--- src/sv/se2pt_pkg.sv ---
`timescale 1ns / 1ps
// ----------------------------------------------------------------------------
// se2pt_pkg
// Shared types and constants of the se2 pose transform: trig cache format,
// quarter-wave sine coefficients and register indexes.
// ----------------------------------------------------------------------------
package se2pt_pkg;

   // Q1.16 trig values, range -1.0 .. +1.0
   localparam int TRIG_W   = 18;
   localparam int FRAC_W   = 16;
   localparam int TRIG_MAG_W = 17;
   localparam logic [TRIG_MAG_W-1:0] TRIG_ONE = 17'd65536;

   // Q30 quarter-wave sine polynomial, odd terms
   localparam int Q30_W  = 30;
   localparam int POLY_W = 31;
   localparam logic [POLY_W-1:0] SC1 = 31'd1686629713;
   localparam logic [POLY_W-1:0] SC3 = 31'd693598668;
   localparam logic [POLY_W-1:0] SC5 = 31'd85569306;
   localparam logic [POLY_W-1:0] SC7 = 31'd5026995;
   localparam logic [POLY_W-1:0] SC9 = 31'd172272;
   localparam logic [POLY_W-1:0] Q30_ONE = 31'd1073741824;

   // register indexes
   localparam int CSR_IDX_W = 2;
   localparam logic [CSR_IDX_W-1:0] CSR_POSE_X       = 2'd0;
   localparam logic [CSR_IDX_W-1:0] CSR_POSE_Y       = 2'd1;
   localparam logic [CSR_IDX_W-1:0] CSR_POSE_HEADING = 2'd2;

   typedef struct packed {
      logic                     busy;
      logic signed [TRIG_W-1:0] sin_val;
      logic signed [TRIG_W-1:0] cos_val;
   } trig_type;

endpackage

--- src/sv/se2pt_trig.sv ---
`timescale 1ns / 1ps
// ----------------------------------------------------------------------------
// se2pt_trig
// Sine and cosine of the heading. One shared 31x31 multiplier runs the
// Horner chain for S(r) and then S(1 - r), one product per cycle.
// ----------------------------------------------------------------------------
module se2pt_trig #(
   parameter int ANGLE_WIDTH = 16
) (
   input  logic                   clock,
   input  logic                   reset,
   input  logic                   start,
   input  logic [ANGLE_WIDTH-1:0] heading,
   output se2pt_pkg::trig_type    trig
);

   localparam int PROD_W = 2 * se2pt_pkg::POLY_W;
   localparam int PAD_W  = se2pt_pkg::Q30_W - (ANGLE_WIDTH - 2);

   localparam logic [2:0] STEP_SQUARE = 3'd0;
   localparam logic [2:0] STEP_C7     = 3'd1;
   localparam logic [2:0] STEP_C5     = 3'd2;
   localparam logic [2:0] STEP_C3     = 3'd3;
   localparam logic [2:0] STEP_C1     = 3'd4;
   localparam logic [2:0] STEP_FINAL  = 3'd5;

   typedef enum logic {
      TRIG_IDLE,
      TRIG_RUN
   } state_type;

   state_type                                state_ff;
   logic [2:0]                               step_ff;
   logic                                     pass_ff;
   logic [1:0]                               quad_ff;
   logic [se2pt_pkg::Q30_W-1:0]              r_ff;
   logic [se2pt_pkg::POLY_W-1:0]             u_ff;
   logic [se2pt_pkg::POLY_W-1:0]             x2_ff;
   logic [se2pt_pkg::POLY_W-1:0]             p_ff;
   logic [se2pt_pkg::TRIG_MAG_W-1:0]         a_ff;
   logic signed [se2pt_pkg::TRIG_W-1:0]      sin_ff;
   logic signed [se2pt_pkg::TRIG_W-1:0]      cos_ff;

   logic [se2pt_pkg::POLY_W-1:0]             mul_a;
   logic [se2pt_pkg::POLY_W-1:0]             mul_b;
   logic [PROD_W-1:0]                        prod;
   logic [31:0]                              prod_hi;
   logic [se2pt_pkg::POLY_W-1:0]             coef;
   logic [se2pt_pkg::POLY_W-1:0]             p_in;
   logic [32:0]                              rnd;
   logic [se2pt_pkg::TRIG_MAG_W-1:0]         res_in;
   logic [se2pt_pkg::Q30_W-1:0]              r_in;
   logic signed [se2pt_pkg::TRIG_W-1:0]      pos_a;
   logic signed [se2pt_pkg::TRIG_W-1:0]      pos_b;

   assign r_in = {heading[ANGLE_WIDTH-3:0], {PAD_W{1'b0}}};

   always_comb begin
      case (step_ff)
         STEP_SQUARE: begin
            mul_a = u_ff;
            mul_b = u_ff;
         end
         STEP_C7: begin
            mul_a = se2pt_pkg::SC9;
            mul_b = x2_ff;
         end
         STEP_FINAL: begin
            mul_a = u_ff;
            mul_b = p_ff;
         end
         default: begin
            mul_a = p_ff;
            mul_b = x2_ff;
         end
      endcase
   end

   always_comb begin
      case (step_ff)
         STEP_C7: coef = se2pt_pkg::SC7;
         STEP_C5: coef = se2pt_pkg::SC5;
         STEP_C3: coef = se2pt_pkg::SC3;
         default: coef = se2pt_pkg::SC1;
      endcase
   end

   assign prod    = mul_a * mul_b;
   assign prod_hi = prod[PROD_W-1:se2pt_pkg::Q30_W];
   assign p_in    = se2pt_pkg::POLY_W'({1'b0, coef} - prod_hi);
   // round Q30 to Q16 half up, then clamp to one
   assign rnd     = {1'b0, prod_hi} + 33'd8192;
   assign res_in  = (rnd[32:14] > {2'b00, se2pt_pkg::TRIG_ONE}) ? se2pt_pkg::TRIG_ONE
                                                                 : rnd[30:14];
   assign pos_a   = {1'b0, a_ff};
   assign pos_b   = {1'b0, res_in};

   always_ff @(posedge clock) begin
      if (reset) begin
         state_ff <= TRIG_IDLE;
         step_ff  <= STEP_SQUARE;
         pass_ff  <= 1'b0;
         sin_ff   <= '0;
         cos_ff   <= se2pt_pkg::TRIG_W'(se2pt_pkg::TRIG_ONE);
      end else begin
         case (state_ff)
            TRIG_IDLE: begin
               if (start) begin
                  state_ff <= TRIG_RUN;
                  step_ff  <= STEP_SQUARE;
                  pass_ff  <= 1'b0;
               end
            end
            TRIG_RUN: begin
               if (step_ff == STEP_FINAL) begin
                  step_ff <= STEP_SQUARE;
                  if (pass_ff) begin
                     state_ff <= TRIG_IDLE;
                     case (quad_ff)
                        2'd0: begin
                           sin_ff <= pos_a;
                           cos_ff <= pos_b;
                        end
                        2'd1: begin
                           sin_ff <= pos_b;
                           cos_ff <= -pos_a;
                        end
                        2'd2: begin
                           sin_ff <= -pos_a;
                           cos_ff <= -pos_b;
                        end
                        default: begin
                           sin_ff <= -pos_b;
                           cos_ff <= pos_a;
                        end
                     endcase
                  end else begin
                     pass_ff <= 1'b1;
                  end
               end else begin
                  step_ff <= step_ff + 3'd1;
               end
            end
            default: state_ff <= TRIG_IDLE;
         endcase
      end
   end

   // datapath of the horner chain
   always_ff @(posedge clock) begin
      if (state_ff == TRIG_IDLE) begin
         if (start) begin
            quad_ff <= heading[ANGLE_WIDTH-1:ANGLE_WIDTH-2];
            r_ff    <= r_in;
            u_ff    <= {1'b0, r_in};
         end
      end else begin
         case (step_ff)
            STEP_SQUARE: x2_ff <= prod_hi[se2pt_pkg::POLY_W-1:0];
            STEP_FINAL: begin
               // second pass runs on the complementary angle
               a_ff <= res_in;
               u_ff <= se2pt_pkg::Q30_ONE - {1'b0, r_ff};
            end
            default: p_ff <= p_in;
         endcase
      end
   end

   assign trig.busy    = (state_ff == TRIG_RUN);
   assign trig.sin_val = sin_ff;
   assign trig.cos_val = cos_ff;

endmodule

--- config.mk ---
export PLATFORM = sky130hd
export DESIGN_NAME = se2pt_trig
export DESIGN_NICKNAME = d
export VERILOG_FILES = /design/src/sv/se2pt_pkg.sv /design/src/sv/se2pt_trig.sv
export SDC_FILE = /design/constraint.sdc
export NUM_CORES = 2
export LEC_CHECK = 0
export BUFFER_PORTS_ARGS = -buffer_cell sky130_fd_sc_hd__buf_2
export CAP_MARGIN = 20
export CORE_ASPECT_RATIO = 1.4
export CORE_MARGIN = 4
export CORE_UTILIZATION = 35
export CTS_BUF_LIST = sky130_fd_sc_hd__clkbuf_8
export CTS_CLUSTER_SIZE = 20
export DETAILED_ROUTE_END_ITERATION = 8
export HOLD_SLACK_MARGIN = 0.03
export PLACE_DENSITY = 0.52
export SYNTH_ARGS = -nofsm -noshare
export SYNTH_HDL_FRONTEND = slang
export SYNTH_SLANG_ARGS = --single-unit
--- constraint.sdc ---
create_clock -name clock -period 14.5 [get_ports clock]
set_input_delay 0.725 -clock clock [delete_from_list [all_inputs] [get_ports clock]]
set_output_delay 0.725 -clock clock [all_outputs]
set_load 0.1 [all_outputs]
==> qor.json <==
{
  "worst_setup_path_startpoint": {"value": "step_ff[1]"},
  "synth.area.top_cells": {"value": "fa_1 42%, ha_1 8.8%, edfxtp_1 8.2%"},
  "die-width": {"value": 294.2, "unit": "um"},
  "portBuffers": {"value": 55},
  "setup.worst_path.end_class": {"value": "register"},
  "min_from": {"value": "heading[15]"},
  "final_worst_path_period_need": {"value": 13.98, "unit": "ns"},
  "clk_pin_slew": {"value": 0.11, "unit": "ns"},
  "synthesis.instances": {"value": 4581},
  "ys_async_sr_fraction": {"value": 0},
  "tns": {"value": 0, "unit": "ns"},
  "synth_area_per_cell": {"value": 8.764, "unit": "um2"},
  "grt.overflow.total": {"value": 0},
  "groute.layer.met1.usage": {"value": 0.2897},
  "drt_pre_antenna_iters": {"value": 6},
  "fp.dieH": {"value": 408.7, "unit": "um"},
  "worstReg2RegStart": {"value": "step_ff[1]"},
  "placement_rows": {"value": 146},
  "global_route.peak_usage_layer": {"value": "met2"},
  "vias": {"value": 32922},
  "drc_errors": {"value": 0},
  "final_layout_size_suffix_gt1_frac": {"value": 0.07692},
  "grt_antenna_before_repair": {"value": 2},
  "layout_fillers": {"value": 11665},
  "tritoncts": {"value": "built"},
  "postSynthRegisterBits": {"value": 151},
  "fraction_of_post_synthesis_cell_area_in_the_top_cell_type_by_area": {"value": 0.4174},
  "postCtsSetupRepairBufs": {"value": 0},
  "wl_per_cell": {"value": 25.01, "unit": "um"},
  "criticalPathCategory": {"value": "register to register"},
  "ctsHtreeMaxLevel": {"value": 4},
  "worst-slew-pin-transition": {"value": 1.403, "unit": "ns"},
  "arrival": {"value": 14.34, "unit": "ns"},
  "grt_setup_unrepaired": {"value": "no"},
  "grt_first_pass_wirelength": {"value": 225300, "unit": "um"},
  "path_common_cell": {"value": "fa_1"},
  "first_iter_violations": {"value": 2406},
  "clock_latency": {"value": 0.49, "unit": "ns"},
  "maximum_buffer_depth_of_the_clock_tree": {"value": 2},
  "min_delay_worst_type": {"value": "primary input to register"},
  "drt_wl_total": {"value": 152100, "unit": "um"},
  "global_route.usage.met3": {"value": 0.02406},
  "min_period_over_period": {"value": 0.9644},
  "clock-sinks": {"value": 151},
  "design.final.nets": {"value": 5727},
  "flow.area_growth_from_synthesis": {"value": 7.639, "unit": "%"},
  "synth-edff-count": {"value": 110},
  "grt_start_max_net_pins": {"value": 63},
  "synth_top_area_cell": {"value": "fa_1"},
  "syn_area": {"value": 0.04015, "unit": "mm2"},
  "grt_resource_usage_total": {"value": 0.2546},
  "grt_pass1_vias": {"value": 35193},
  "synth_seq_area_share": {"value": 0.1027},
  "crit_start_category": {"value": "register"},
  "synth.yosys.warnings": {"value": 0},
  "worst-r2r-setup-slack": {"value": 0.52, "unit": "ns"},
  "max_cap_violations": {"value": 0},
  "worst_path_largest_cell_delay": {"value": 0.66, "unit": "ns"},
  "worstPathMaxFanout": {"value": 40},
  "postRouteAntennaNets": {"value": 0},
  "globalplace.congestion": {"value": 0.9576},
  "floorplan_core_area": {"value": 0.1134, "unit": "mm2"},
  "ioPinCount": {"value": 56},
  "postSynth.topFlopCell": {"value": "edfxtp_1"},
  "fp.dieArea": {"value": 0.1203, "unit": "mm2"},
  "cp_slowest_cell": {"value": "a221oi_1"},
  "clock.fmax": {"value": 0.07151, "unit": "GHz"},
  "timing.clock.skew": {"value": 0.02038, "unit": "ns"},
  "worst_ep_required_time": {"value": 14.86, "unit": "ns"},
  "synth.top_cells.by_count": {"value": "875 x inv_1, 837 x fa_1, 672 x nand2_1"},
  "outcome": {"value": "finished clean"},
  "synthesis.nets": {"value": 5719},
  "start_util": {"value": 0.3539},
  "hpwl": {"value": 126400, "unit": "um"},
  "hold_slack": {"value": 0.4027, "unit": "ns"},
  "routed_via_density": {"value": 5.412},
  "cts-buffers-inserted": {"value": 17},
  "yosysMostFrequentCell": {"value": "inv_1"},
  "ctsRootBufferMaster": {"value": "clkbuf_8"},
  "finalSetupViolations": {"value": 0},
  "report.final.slew_viol_count": {"value": 0},
  "final-hold-violation-count": {"value": 0},
  "post-route-util": {"value": 0.3809},
  "synth.distinct_cells": {"value": 103},
  "worst_relative_slew_slack": {"value": 0.06440},
  "gr-usage-met2": {"value": 0.4512}
}
[stage by stage]
stage	cell area, um2	worst slack [ns]	instances
after floorplan	40150	3.096	4581
after global placement	42770	0.3794	6049
after detailed placement	42780	0.3774	6050
after CTS	43200	0.3583	6082
after global routing	43210	0.08700	6082
final	43210	0.5165	6083
[worst max-delay path, delay by kind of cell, from the launching register on]
family	cells	cell delay (ns)
buffers and inverters	6	1.21
and+or+nand+nor	10	2.58
DFF	1	0.39
xor gates and xnor gates	1	0.22
AOI/OAI and AO/OA	12	3.95
adders and majority gates	10	4.66
muxes	2	0.80
[flip-flops by register name (all words and copies together), names as in the netlist]
signal and cells:
sin_ff 18, state_ff 1, quad_ff 2, u_ff 15, step_ff 3, p_ff 31, cos_ff 18, r_ff 14
pass_ff 1, x2_ff 31, a_ff 17
[layer usage]
layer / vias to the layer above / part of all wire
met1: 16993 / 0.36
li1: 14299 / -
met2: 1207 / 0.50
met4: 2 / 0.088
met5: - / 0.000079
met3: 421 / 0.046
[repair_timing]
| action | 4_1_cts | 5_1_grt |
|---|---|---|
| endpoints found under the setup margin | 0 | 8 |
| hold buffers | 0 | 0 |
| gates resized for setup | 0 | 2 |
| hold endpoints to repair | 0 | 0 |
[layout make-up]
cell class | instances | area (um2) | share of cell area
multi-input combinational | 3318 | 32000 | 0.7404
clock inverter | 15 | 187.7 | 0.004343
tap | 1480 | 1852 | 0.04285
antenna | 1 | 2.502 | 0.00005791
sequential | 151 | 4124 | 0.09543
timing repair buffer | 219 | 1506 | 0.03486
clock buffer | 17 | 234.0 | 0.005414
inverter | 882 | 3311 | 0.07661
[layout by cell type (no fill, tap or decap), types with 27 or more instances in the layout]
cell / n
and2_1: 38
nand2_1: 672
nor2_1: 568
a22o_1: 27
nand3_1: 46
o21ai_0: 79
buf_2: 55
xnor2_1: 69
edfxtp_1: 110
a21oi_1: 115
nor3_1: 52
fa_1: 837
and3_1: 32
inv_1: 875
ha_1: 282
buf_4: 164
dfxtp_1: 41
[final timing paths]
check	end	cells after the start
setup reg to reg	cos_ff[16]	41
hold reg to reg	cos_ff[10]	2
setup / recovery	cos_ff[16]	41
hold / removal	quad_ff[1]	1
[kinds of logic (layout without fill, tap and decap cells)]
kind of cell    count (synthesis)  after routing  synth area share
simple gates                 1557           1557            0.1650
flops                         151            151            0.1027
mux                            32             32          0.009131
fa+ha+maj                    1119           1119            0.5053
xor+xnor                       94             94           0.02210
other cells                     0              1                 0
compound gates                516            516           0.09138
buf+inv                      1112           1133            0.1044
Power is not shown: default switching activity piles up to over one toggle a cycle in this logic, so the estimate is an artifact.
